<file path="config.mk">
export PLATFORM = sky130hd
export DESIGN_NAME = tga_truecolor_stream_decoder_core
export DESIGN_NICKNAME = d
export VERILOG_FILES = /design/src/rtl/tgad_pkg.sv /design/src/rtl/tga_truecolor_stream_decoder_core.sv
export SDC_FILE = /design/constraint.sdc
export NUM_CORES = 1
export LEC_CHECK = 0
export ABC_CLOCK_PERIOD_IN_PS = 7700
export BUFFER_PORTS_ARGS = -buffer_cell sky130_fd_sc_hd__clkbuf_2
export CORE_ASPECT_RATIO = 1.2
export CORE_MARGIN = 4
export CORE_UTILIZATION = 55
export CTS_CLUSTER_SIZE = 30
export DETAILED_ROUTE_END_ITERATION = 7
export PLACE_DENSITY = 0.73
export SETUP_SLACK_MARGIN = 0.5
export SLEW_MARGIN = 20
export SYNTH_ARGS = -nofsm -noshare
export SYNTH_HDL_FRONTEND = slang
export SYNTH_SLANG_ARGS = --single-unit
export TNS_END_PERCENT = 20
</file>
<file path="constraint.sdc">
create_clock -name clk -period 7.7 [get_ports clk]
set_input_delay 0.77 -clock clk [delete_from_list [all_inputs] [get_ports clk]]
set_output_delay 0.77 -clock clk [all_outputs]
set_load 0.03 [all_outputs]
</file>
<file path="src/rtl/tgad_pkg.sv">
// Package for the TGA true-colour stream decoder: result kinds, parse phases,
// header byte positions and widths. No dependencies.
package tgad_pkg;

    // Result kinds, carried on m_axis_tuser
    localparam logic [1:0] KIND_HEADER    = 2'd0;
    localparam logic [1:0] KIND_PIXEL     = 2'd1;
    localparam logic [1:0] KIND_BAD_TYPE  = 2'd2;
    localparam logic [1:0] KIND_BAD_DEPTH = 2'd3;

    // Parse phases
    localparam logic [1:0] PH_HEADER = 2'd0;
    localparam logic [1:0] PH_PIXELS = 2'd1;
    localparam logic [1:0] PH_IDLE   = 2'd2;

    // Header byte positions
    localparam logic [4:0] POS_CMAP_TYPE = 5'd1;
    localparam logic [4:0] POS_IMG_TYPE  = 5'd2;
    localparam logic [4:0] POS_WIDTH_LO  = 5'd12;
    localparam logic [4:0] POS_WIDTH_HI  = 5'd13;
    localparam logic [4:0] POS_HEIGHT_LO = 5'd14;
    localparam logic [4:0] POS_HEIGHT_HI = 5'd15;
    localparam logic [4:0] POS_DEPTH     = 5'd16;
    localparam logic [4:0] POS_JUDGE     = 5'd17;

    localparam logic [7:0] CMAP_NONE      = 8'd0;
    localparam logic [7:0] IMG_TRUECOLOUR = 8'd2;
    localparam logic [7:0] DEPTH_24       = 8'd24;
    localparam logic [7:0] DEPTH_32       = 8'd32;
    localparam logic [7:0] ALPHA_OPAQUE   = 8'd255;
    localparam logic [7:0] ALPHA_CLEAR    = 8'd0;

    // Configuration register indexes
    localparam logic [1:0] CFG_KEY_ENABLE = 2'd0;
    localparam logic [1:0] CFG_KEY_RED    = 2'd1;
    localparam logic [1:0] CFG_KEY_GREEN  = 2'd2;
    localparam logic [1:0] CFG_KEY_BLUE   = 2'd3;

    localparam int OUT_TDATA_W = 80;

    // One result, before packing onto the master side
    typedef struct packed {
        logic [1:0]  kind;
        logic [7:0]  red;
        logic [7:0]  green;
        logic [7:0]  blue;
        logic [7:0]  alpha;
        logic [15:0] width;
        logic [15:0] height;
        logic [7:0]  depth;
        logic        has_alpha;
        logic        last;
    } result_t;

endpackage

</file>
<file path="src/rtl/tga_truecolor_stream_decoder_core.sv">
// Top level of the TGA uncompressed true-colour stream decoder.
// Depends on tgad_pkg.
//
// Parses a TGA file arriving one byte per transfer on the slave side (tuser
// marks the first byte of a file and restarts parsing), checks the 18-byte
// header (colour-map type 0, image type 2, depth 24 or 32), then turns the
// BGR or BGRA pixel bytes into RGB with alpha. Each header gives one result:
// a header result, or a reject with tlast set, after which bytes are dropped
// until the next first flag. Each complete pixel gives one pixel result, the
// final one with tlast set. For 24-bit images the alpha is 0 on a match with
// the enabled colour key and 255 otherwise. The ID field is not skipped.
// Rate: one byte per clock cycle unless stalled. All per-byte work (a header
// counter step, a byte merge, one 16x16 multiply for the pixel count, a key
// compare) sits between the parse state registers and a single output
// register, so a result appears on the master side in the cycle after the
// byte that completes it. s_axis_tready drops only while a result waits in the
// output register and m_axis_tready is low. Configuration writes take effect
// at the next edge; write them only while the block is idle.
module tga_truecolor_stream_decoder_core
(
    input  logic                               clk,
    input  logic                               rst_n,
    // configuration
    input  logic                               cfg_we,
    input  logic [1:0]                         cfg_index,
    input  logic [7:0]                         cfg_data,
    // slave side
    input  logic                               s_axis_tvalid,
    output logic                               s_axis_tready,
    input  logic [7:0]                         s_axis_tdata,   // [7:0] data_byte
    input  logic                               s_axis_tuser,   // [0] first
    // master side
    output logic                               m_axis_tvalid,
    input  logic                               m_axis_tready,
    // [7:0] red, [15:8] green, [23:16] blue, [31:24] alpha, [47:32] width,
    // [63:48] height, [71:64] depth, [72] has_alpha, [79:73] zero
    output logic [tgad_pkg::OUT_TDATA_W-1:0]   m_axis_tdata,
    output logic [1:0]                         m_axis_tuser,   // [1:0] kind
    output logic                               m_axis_tlast
);
    import tgad_pkg::*;

    // Configuration registers
    logic        key_enable_reg;
    logic [7:0]  key_red_reg;
    logic [7:0]  key_green_reg;
    logic [7:0]  key_blue_reg;

    // Parse state
    logic [1:0]  phase_reg,      phase_next;
    logic [4:0]  pos_reg,        pos_next;
    logic [7:0]  cmap_type_reg,  cmap_type_next;
    logic [7:0]  img_type_reg,   img_type_next;
    logic [15:0] width_reg,      width_next;
    logic [15:0] height_reg,     height_next;
    logic [7:0]  depth_reg,      depth_next;
    logic [1:0]  bip_reg,        bip_next;
    logic [23:0] partial_reg,    partial_next;
    logic [31:0] pix_left_reg,   pix_left_next;

    // Output register
    logic        out_valid_reg,  out_valid_next;
    result_t     out_res_reg;

    // Parse state as seen by this byte: a first flag starts from cleared state
    logic [1:0]  ph_cur;
    logic [4:0]  pos_cur;
    logic [7:0]  cmap_cur;
    logic [7:0]  img_cur;
    logic [15:0] width_cur;
    logic [15:0] height_cur;
    logic [7:0]  depth_cur;
    logic [1:0]  bip_cur;
    logic [23:0] partial_cur;
    logic [31:0] pix_left_cur;

    logic        accept;
    logic        emit;
    result_t     res;
    logic        wide;
    logic        key_hit;
    logic [31:0] pix_count;
    logic [31:0] pix_dec;
    logic [7:0]  byte_in;

    assign byte_in = s_axis_tdata;
    assign accept  = s_axis_tvalid && s_axis_tready;

    // Accept while the output register is free or draining this cycle
    assign s_axis_tready = !out_valid_reg || m_axis_tready;

    // Configuration port
    always_ff @(posedge clk or negedge rst_n)
    begin
        if (!rst_n)
        begin
            key_enable_reg <= 1'b0;
            key_red_reg    <= 8'd0;
            key_green_reg  <= 8'd0;
            key_blue_reg   <= 8'd0;
        end
        else if (cfg_we)
        begin
            case (cfg_index)
                CFG_KEY_ENABLE: key_enable_reg <= cfg_data[0];
                CFG_KEY_RED:    key_red_reg    <= cfg_data;
                CFG_KEY_GREEN:  key_green_reg  <= cfg_data;
                CFG_KEY_BLUE:   key_blue_reg   <= cfg_data;
                default:        ;
            endcase
        end
    end

    // Restart from cleared parse state on a first flag
    always_comb
    begin
        if (s_axis_tuser)
        begin
            ph_cur       = PH_HEADER;
            pos_cur      = 5'd0;
            cmap_cur     = 8'd0;
            img_cur      = 8'd0;
            width_cur    = 16'd0;
            height_cur   = 16'd0;
            depth_cur    = 8'd0;
            bip_cur      = 2'd0;
            partial_cur  = 24'd0;
            pix_left_cur = 32'd0;
        end
        else
        begin
            ph_cur       = phase_reg;
            pos_cur      = pos_reg;
            cmap_cur     = cmap_type_reg;
            img_cur      = img_type_reg;
            width_cur    = width_reg;
            height_cur   = height_reg;
            depth_cur    = depth_reg;
            bip_cur      = bip_reg;
            partial_cur  = partial_reg;
            pix_left_cur = pix_left_reg;
        end
    end

    assign wide      = (depth_cur == DEPTH_32);
    assign pix_count = {16'd0, width_cur} * {16'd0, height_cur};
    assign pix_dec   = pix_left_cur - 32'd1;

    // Per-byte parse step
    always_comb
    begin
        phase_next     = ph_cur;
        pos_next       = pos_cur;
        cmap_type_next = cmap_cur;
        img_type_next  = img_cur;
        width_next     = width_cur;
        height_next    = height_cur;
        depth_next     = depth_cur;
        bip_next       = bip_cur;
        partial_next   = partial_cur;
        pix_left_next  = pix_left_cur;
        emit           = 1'b0;
        key_hit        = 1'b0;

        res            = '0;
        res.width      = width_cur;
        res.height     = height_cur;
        res.depth      = depth_cur;

        case (ph_cur)
            PH_HEADER:
            begin
                case (pos_cur)
                    POS_CMAP_TYPE: cmap_type_next = byte_in;
                    POS_IMG_TYPE:  img_type_next  = byte_in;
                    POS_WIDTH_LO:  width_next     = {width_cur[15:8], byte_in};
                    POS_WIDTH_HI:  width_next     = {byte_in, width_cur[7:0]};
                    POS_HEIGHT_LO: height_next    = {height_cur[15:8], byte_in};
                    POS_HEIGHT_HI: height_next    = {byte_in, height_cur[7:0]};
                    POS_DEPTH:     depth_next     = byte_in;
                    default:       ;
                endcase
                if (pos_cur < POS_JUDGE)
                begin
                    pos_next = pos_cur + 5'd1;
                end
                else if (cmap_cur != CMAP_NONE || img_cur != IMG_TRUECOLOUR)
                begin
                    phase_next = PH_IDLE;
                    emit       = 1'b1;
                    res.kind   = KIND_BAD_TYPE;
                    res.last   = 1'b1;
                end
                else if (depth_cur != DEPTH_24 && depth_cur != DEPTH_32)
                begin
                    phase_next = PH_IDLE;
                    emit       = 1'b1;
                    res.kind   = KIND_BAD_DEPTH;
                    res.last   = 1'b1;
                end
                else
                begin
                    pix_left_next = pix_count;
                    bip_next      = 2'd0;
                    partial_next  = 24'd0;
                    emit          = 1'b1;
                    res.kind      = KIND_HEADER;
                    res.has_alpha = wide || key_enable_reg;
                    // an empty image has a zero dimension
                    res.last      = (width_cur == 16'd0) || (height_cur == 16'd0);
                    phase_next    = res.last ? PH_IDLE : PH_PIXELS;
                end
            end

            PH_PIXELS:
            begin
                if (wide ? (bip_cur < 2'd3) : (bip_cur < 2'd2))
                begin
                    // merge the byte into the stored B, G, R lanes
                    case (bip_cur)
                        2'd0:    partial_next = partial_cur | {16'd0, byte_in};
                        2'd1:    partial_next = partial_cur | {8'd0, byte_in, 8'd0};
                        2'd2:    partial_next = partial_cur | {byte_in, 16'd0};
                        default: ;
                    endcase
                    bip_next = bip_cur + 2'd1;
                end
                else
                begin
                    emit      = 1'b1;
                    res.kind  = KIND_PIXEL;
                    res.blue  = partial_cur[7:0];
                    res.green = partial_cur[15:8];
                    res.red   = wide ? partial_cur[23:16] : byte_in;
                    if (wide)
                    begin
                        res.alpha     = byte_in;
                        res.has_alpha = 1'b1;
                    end
                    else
                    begin
                        key_hit = key_enable_reg && (byte_in == key_red_reg)
                                  && (partial_cur[15:8] == key_green_reg)
                                  && (partial_cur[7:0] == key_blue_reg);
                        res.alpha     = key_hit ? ALPHA_CLEAR : ALPHA_OPAQUE;
                        res.has_alpha = key_enable_reg;
                    end
                    bip_next      = 2'd0;
                    partial_next  = 24'd0;
                    pix_left_next = pix_dec;
                    res.last      = (pix_dec == 32'd0);
                    if (pix_dec == 32'd0)
                    begin
                        phase_next = PH_IDLE;
                    end
                end
            end

            default: ;  // idle: drop bytes until the next first flag
        endcase
    end

    // Parse state registers
    always_ff @(posedge clk or negedge rst_n)
    begin
        if (!rst_n)
        begin
            phase_reg     <= PH_HEADER;
            pos_reg       <= 5'd0;
            cmap_type_reg <= 8'd0;
            img_type_reg  <= 8'd0;
            width_reg     <= 16'd0;
            height_reg    <= 16'd0;
            depth_reg     <= 8'd0;
            bip_reg       <= 2'd0;
            partial_reg   <= 24'd0;
            pix_left_reg  <= 32'd0;
        end
        else if (accept)
        begin
            phase_reg     <= phase_next;
            pos_reg       <= pos_next;
            cmap_type_reg <= cmap_type_next;
            img_type_reg  <= img_type_next;
            width_reg     <= width_next;
            height_reg    <= height_next;
            depth_reg     <= depth_next;
            bip_reg       <= bip_next;
            partial_reg   <= partial_next;
            pix_left_reg  <= pix_left_next;
        end
    end

    // Output register: load on a result, clear once the transfer completes
    always_comb
    begin
        out_valid_next = out_valid_reg;
        if (accept)
        begin
            out_valid_next = emit;
        end
        else if (m_axis_tready)
        begin
            out_valid_next = 1'b0;
        end
    end

    always_ff @(posedge clk or negedge rst_n)
    begin
        if (!rst_n)
        begin
            out_valid_reg <= 1'b0;
        end
        else
        begin
            out_valid_reg <= out_valid_next;
        end
    end

    always_ff @(posedge clk)
    begin
        if (accept && emit)
        begin
            out_res_reg <= res;
        end
    end

    assign m_axis_tvalid = out_valid_reg;
    assign m_axis_tuser  = out_res_reg.kind;
    assign m_axis_tlast  = out_res_reg.last;
    assign m_axis_tdata  = {7'd0,
                            out_res_reg.has_alpha,
                            out_res_reg.depth,
                            out_res_reg.height,
                            out_res_reg.width,
                            out_res_reg.alpha,
                            out_res_reg.blue,
                            out_res_reg.green,
                            out_res_reg.red};

endmodule

</file>
==> flow_summary.yaml, run 1 <==
power_and_ir_drop:
  power_frac_comb: 0.206
  leakage_nw: 10.0
  p_per_area_nw_per_um2: 155
  p_sw_frac: 0.327
  power.switching_mw: 1.06
  p_total_mw: 3.25
  ir_drop_mv: 0.196
  power_frac_clock: 0.349
  intPower_mw: 2.19
  seq_power_share: 0.445
logic_synthesis:
  avgSynthCellArea_um2: 9.48
  ys.warnings.count: 0
  synth_area_um2: 19200
  synthArstFlopShare: 0.659
  ys_ff_latch: 223
  synth_ff_type: "dfrtp_1"
  synth.yosys.seq_area_share: 0.310
  synth_cell_type_count: 74
  syn_inst: 2028
  synth-edff-count: 76
clocking:
  cts_setup_buffers: 0
  root_buffer: "clkbuf_16"
  cts.sink_count: 223
  htreeDepth: 1
  cts_tree: "built"
  clk_pin_slew_worst_paths_ns: 0.07
  cts_buffers: 24
  insertion_delay_ns: 0.54
  ctsLongestPathBuffers: 3
outcome:
  run_status: "finished clean"
finish:
  seq_area_um2: 5970
  antenna_cells: 0
  fin_util: 0.612
  areaGrowthSynthToFinish_pct: 9.15
  nNetsFinal: 2416
  num-fill-cells: 2905
  multiInputGateArea_um2: 11900
  largest_reg_flops: 73
  drive_gt1_frac: 0.113
route:
  drt_wl_total_um: 53000
  ant_nets: 0
  vias_per_cell: 5.91
  drtIter0Drc: 1035
  wl_per_cell_um: 20.7
  drc: 0
  first_pass_iters: 7
  vias: 15100
floorplanning:
  ioPinCount: 109
  core_area_um2: 34300
  fp.dieArea_um2: 38000
  die_w_um: 179
  rows: 74
  die_h_um: 213
  start_util: 0.561
timing:
  fin_skew_ns: 0.00883
  max_freq_ghz: 0.144
  worst_pin_slew_ns: 1.02
  worst_slack_ns: 0.741
  finalHoldViolations: 0
  max_slew_margin: 0.313
  timing.hold.ws_ns: 0.303
  fin_crit_sh: 0.904
  slew_viol_final: 0
  min_period_ns: 6.96
  rsz0062_at_grt: "no"
  setup_tns_ns: 0
  setup_viol: 0
setup_path:
  end_kind: "register"
  arrival_ns: 7.39
  critPathKind: "reg2reg"
  start_kind: "register"
  crit_required_ns: 8.13
  cp_max_fo: 16
placed_design:
  io_buffers: 101
  place_hpwl_um: 40100
  dpl_worst_slack_ns: 0.175
  gp_congestion: 0.945
global_route:
  grt_max_degree: 92
  overflow: 0
  antenna_found_initial: 1
  grt_pass1_vias: 16000
  grt_usage: 0.287
  grt_pass1_wl_um: 85900
min_path:
  hold_path_class: "in2async"
flow_run:
  drv_cap: 0
-- synthesized netlist by cell type (16+ instances only) --
master | number | area [µm²]
a21o_1 | 16 | 120
a21oi_1 | 81 | 405
a22o_1 | 55 | 482
and2_1 | 135 | 845
clkbuf_1 | 94 | 353
dfrtp_1 | 147 | 3680
edfxtp_1 | 76 | 2280
fa_1 | 194 | 3880
ha_1 | 115 | 1440
inv_1 | 253 | 950
mux2_2 | 27 | 304
nand2_1 | 272 | 1020
nand3_1 | 27 | 135
nor2_1 | 77 | 289
nor2b_1 | 46 | 288
nor3_1 | 28 | 140
nor4_1 | 24 | 150
o21ai_0 | 104 | 521
xnor2_1 | 23 | 201
xor2_1 | 23 | 201
-- layer usage --
metal,wire (µm),track usage
met5,0,0
met4,2650,0.125
met3,3580,0.0413
met2,26500,0.490
met1,20300,0.365
-- critical path, stage by stage (launching register included) --
cell,delay (ns)
dfrtp_1,0.82
nor2b_1,0.40
nand2_1,0.12
fa_1,0.52
inv_1,0.05
fa_1,0.47
ha_1,0.33
fa_1,0.46
fa_1,0.50
inv_1,0.05
fa_1,0.47
inv_1,0.05
ha_1,0.31
and3_1,0.22
a221o_1,0.34
a21oi_1,0.24
o211ai_1,0.19
a221oi_2,0.46
o21ai_0,0.17
a2111oi_1,0.40
a31oi_1,0.07
o31ai_1,0.20
-- cell type report --
class	instances	share of cell area
Sequential cell	223	0.285
Clock inverter	14	0.00489
Timing Repair Buffer	144	0.0406
Multi-Input combinational cell	1436	0.566
Tap cell	456	0.0272
Inverter	254	0.0455
Clock buffer	30	0.0316
-- power groups by stage --
stage	registers (mW)	logic, mW	clock network, mW
finish	1.45	0.670	1.13
global route	1.46	0.727	1.19
CTS	1.44	0.667	1.15
detailed placement	1.47	0.664	0
global placement	1.46	0.654	0
floorplan	1.53	0.384	0
-- path summary, 6_finish.rpt --
path | start | to | slack (ns) | cells after the start
max | width_reg[3] | pix_left_reg[30] | 0.74 | 21
min | rst_n | cmap_type_reg[6] | 0.30 | 1
max reg2reg | width_reg[3] | pix_left_reg[30] | 0.74 | 21
min reg2reg | height_reg[14] | height_reg[14] | 0.47 | 2
max in group asynchronous | rst_n | partial_reg[14] | 6.05 | 2
min in group clk | height_reg[14] | height_reg[14] | 0.47 | 2
-- cells in the final DEF (no fill, tap or decap), types with 11 or more instances in the layout --
cell type / n
xnor2_1: 23
nand3_1: 27
a21oi_1: 80
buf_4: 40
nor3_1: 28
a21o_1: 16
nor2b_1: 40
a22o_1: 55
nand4_1: 13
ha_1: 115
o21ai_0: 103
xor2_1: 23
or3_1: 11
fa_1: 194
nand2_1: 272
edfxtp_1: 76
clkbuf_2: 99
and2_1: 135
inv_1: 252
a31oi_1: 11
mux2_2: 27
dfrtp_1: 141
nor4_1: 22
clkbuf_16: 24
o211ai_1: 12
nor2_1: 77
-- kinds of logic (layout without fill, tap and decap cells) --
kind of cell | Yosys count | count (layout) | synth area share
and+or+nand+nor | 684 | 684 | 0.177
buffers and inverters | 375 | 442 | 0.0758
AOI/OAI and AO/OA | 359 | 359 | 0.121
adders and majority gates | 309 | 309 | 0.277
DFF | 223 | 223 | 0.310
xor gates and xnor gates | 46 | 46 | 0.0210
muxes | 31 | 31 | 0.0179
other | 1 | 7 | 0.000195
-- per-stage QoR --
stage | instance area, µm² | cells
3_5_place_dp | 20200 | 2513
6_report | 21000 | 2557
2_1_floorplan | 19300 | 2034
4_1_cts | 20900 | 2557
3_3_place_gp | 20200 | 2513
5_1_grt | 21000 | 2557
-- what timing repair did --
item	4_1_cts	5_1_grt
hold endpoints to repair	0	0
gates resized for setup	0	18
setup endpoints to repair	0	3
hold buffers	0	0
Note: power is estimated with default switching activity, not from simulation.
==> run 2, diff against run 1 <==
--- a/config.mk
+++ b/config.mk
@@ -13,6 +13,7 @@
 export CTS_CLUSTER_SIZE = 30
 export DETAILED_ROUTE_END_ITERATION = 7
 export PLACE_DENSITY = 0.73
+export REMOVE_ABC_BUFFERS = 1
 export SETUP_SLACK_MARGIN = 0.5
 export SLEW_MARGIN = 20
 export SYNTH_ARGS = -nofsm -noshare
==> flow_summary.yaml, run 2 (same netlist as run 1, synthesis figures left out) <==
finish:
  areaGrowthSynthToFinish_pct: 9.57
  drive_gt1_frac: 0.112
  fin_util: 0.615
  layout_common_cells: "nand2_1, inv_1, fa_1"
  nNetsFinal: 2419
  layout_commonest_cell: "nand2_1"
  final_area_um2: 21100
  antenna_cells: 0
  layoutNonFillerInstCount: 2560
  num-fill-cells: 2941
  largest_reg_flops: 73
clocking:
  clk_pin_slew_worst_paths_ns: 0.06
  cts_setup_buffers: 0
  htreeDepth: 1
  cts.sink_count: 223
  cts_tree: "built"
  ctsLongestPathBuffers: 3
  cts_resized: 0
  root_buffer: "clkbuf_16"
  holdBufCountCts: 0
  insertion_delay_ns: 0.55
  cts_buffers: 25
timing:
  max_slew_margin: 0.396
  fin_skew_ns: 0.0146
  worst_slack_ns: 0.833
  min_period_ns: 6.87
  max_freq_ghz: 0.146
  fin_crit_sh: 0.892
  rsz0062_at_grt: "no"
  setup_tns_ns: 0
  setup_viol: 0
  slew_viol_final: 0
  worst_pin_slew_ns: 0.905
  timing.hold.ws_ns: 0.227
  finalHoldViolations: 0
floorplanning:
  start_util: 0.561
  core_area_um2: 34300
  die_h_um: 213
  rows: 74
  die_w_um: 179
  ioPinCount: 109
  fp.dieArea_um2: 38000
route:
  wl_per_cell_um: 20.4
  vias_per_cell: 5.94
  vias: 15200
  drc: 0
  drtIter0Drc: 999
  drt_wl_total_um: 52100
  ant_nets: 0
  first_pass_iters: 5
power_and_ir_drop:
  p_per_area_nw_per_um2: 160
  ir_drop_mv: 0.158
  leakage_nw: 10.1
  p_total_mw: 3.37
placed_design:
  gp_congestion: 0.952
  place_hpwl_um: 39400
  placed_area_um2: 20200
  io_buffers: 101
  dpl_worst_slack_ns: 0.187
  place_inst: 2515
setup_path:
  crit_required_ns: 8.15
  end_kind: "register"
  cp_max_fo: 16
  ff2ff_path_depth: 21
  start_kind: "register"
  critPathKind: "reg2reg"
  arrival_ns: 7.32
global_route:
  grt_max_degree: 78
  overflow: 0
  grt_usage: 0.284
  grt_pass1_wl_um: 85400
  antenna_found_initial: 0
  grt_pass1_vias: 16000
flow_run:
  drv_cap: 0
min_path:
  hold_path_class: "in2async"
outcome:
  run_status: "finished clean"
-- run 2: cell count changes in the layout (fill, tap and decap cells not counted), moves of 2 or more --
cell / before / now
bufinv_16: 0 / 3
nor2b_1: 40 / 42
clkinv_2: 5 / 2
buf_6: 5 / 1
buf_4: 40 / 46
inv_6: 2 / 0
nor2b_2: 6 / 4
-- run 2: layout make-up --
cell class | instances | area [µm²] | area share
Inverter | 254 | 956 | 0.0454
Timing Repair Buffer | 146 | 852 | 0.0405
Clock inverter | 13 | 170 | 0.00808
Clock buffer | 32 | 692 | 0.0329
Sequential cell | 223 | 5970 | 0.283
Multi-Input combinational cell | 1436 | 11900 | 0.563
Tap cell | 456 | 571 | 0.0271
-- run 2: routing by layer --
metal,wire length [µm],part of all wire,up-vias,global-route usage
met5,0,0,-,0
met4,2510,0.048,0,0.117
met3,3320,0.064,173,0.0372
met2,25800,0.50,686,0.488
met1,20500,0.39,7519,0.363
li1,-,-,6840,-
-- run 2: power by group --
part | switching (mW) | internal (mW) | leakage (nW)
Combinational | 0.465 | 0.207 | 6.98
Clock | 0.515 | 0.741 | 0.415
Sequential | 0.0851 | 1.36 | 2.69
Total | 1.07 | 2.31 | 10.1
-- run 2: critical path, stage by stage (launching register included) --
cell and delay [ns]:
dfrtp_1 0.79, nor2b_1 0.43, nand2_1 0.12, fa_1 0.52, inv_1 0.05, fa_1 0.45
ha_1 0.32, fa_1 0.48, fa_1 0.50, inv_1 0.05, fa_1 0.48, inv_1 0.04
ha_1 0.31, and3_1 0.22, a221o_1 0.33, a21oi_1 0.21, o211ai_1 0.20, a221oi_1 0.40
o21ai_0 0.16, a2111oi_0 0.41, a31oi_1 0.08, o31ai_1 0.19
-- run 2: path summary, 6_finish.rpt --
path | from | to | slack [ns]
worst max-delay path | width_reg[3] | pix_left_reg[30] | 0.83
worst min-delay path | rst_n | cmap_type_reg[2] | 0.23
worst max register to register | width_reg[3] | pix_left_reg[30] | 0.83
worst min register to register | height_reg[13] | height_reg[13] | 0.48
max in group asynchronous | rst_n | pix_left_reg[6] | 6.05
min in group clk | height_reg[13] | height_reg[13] | 0.48
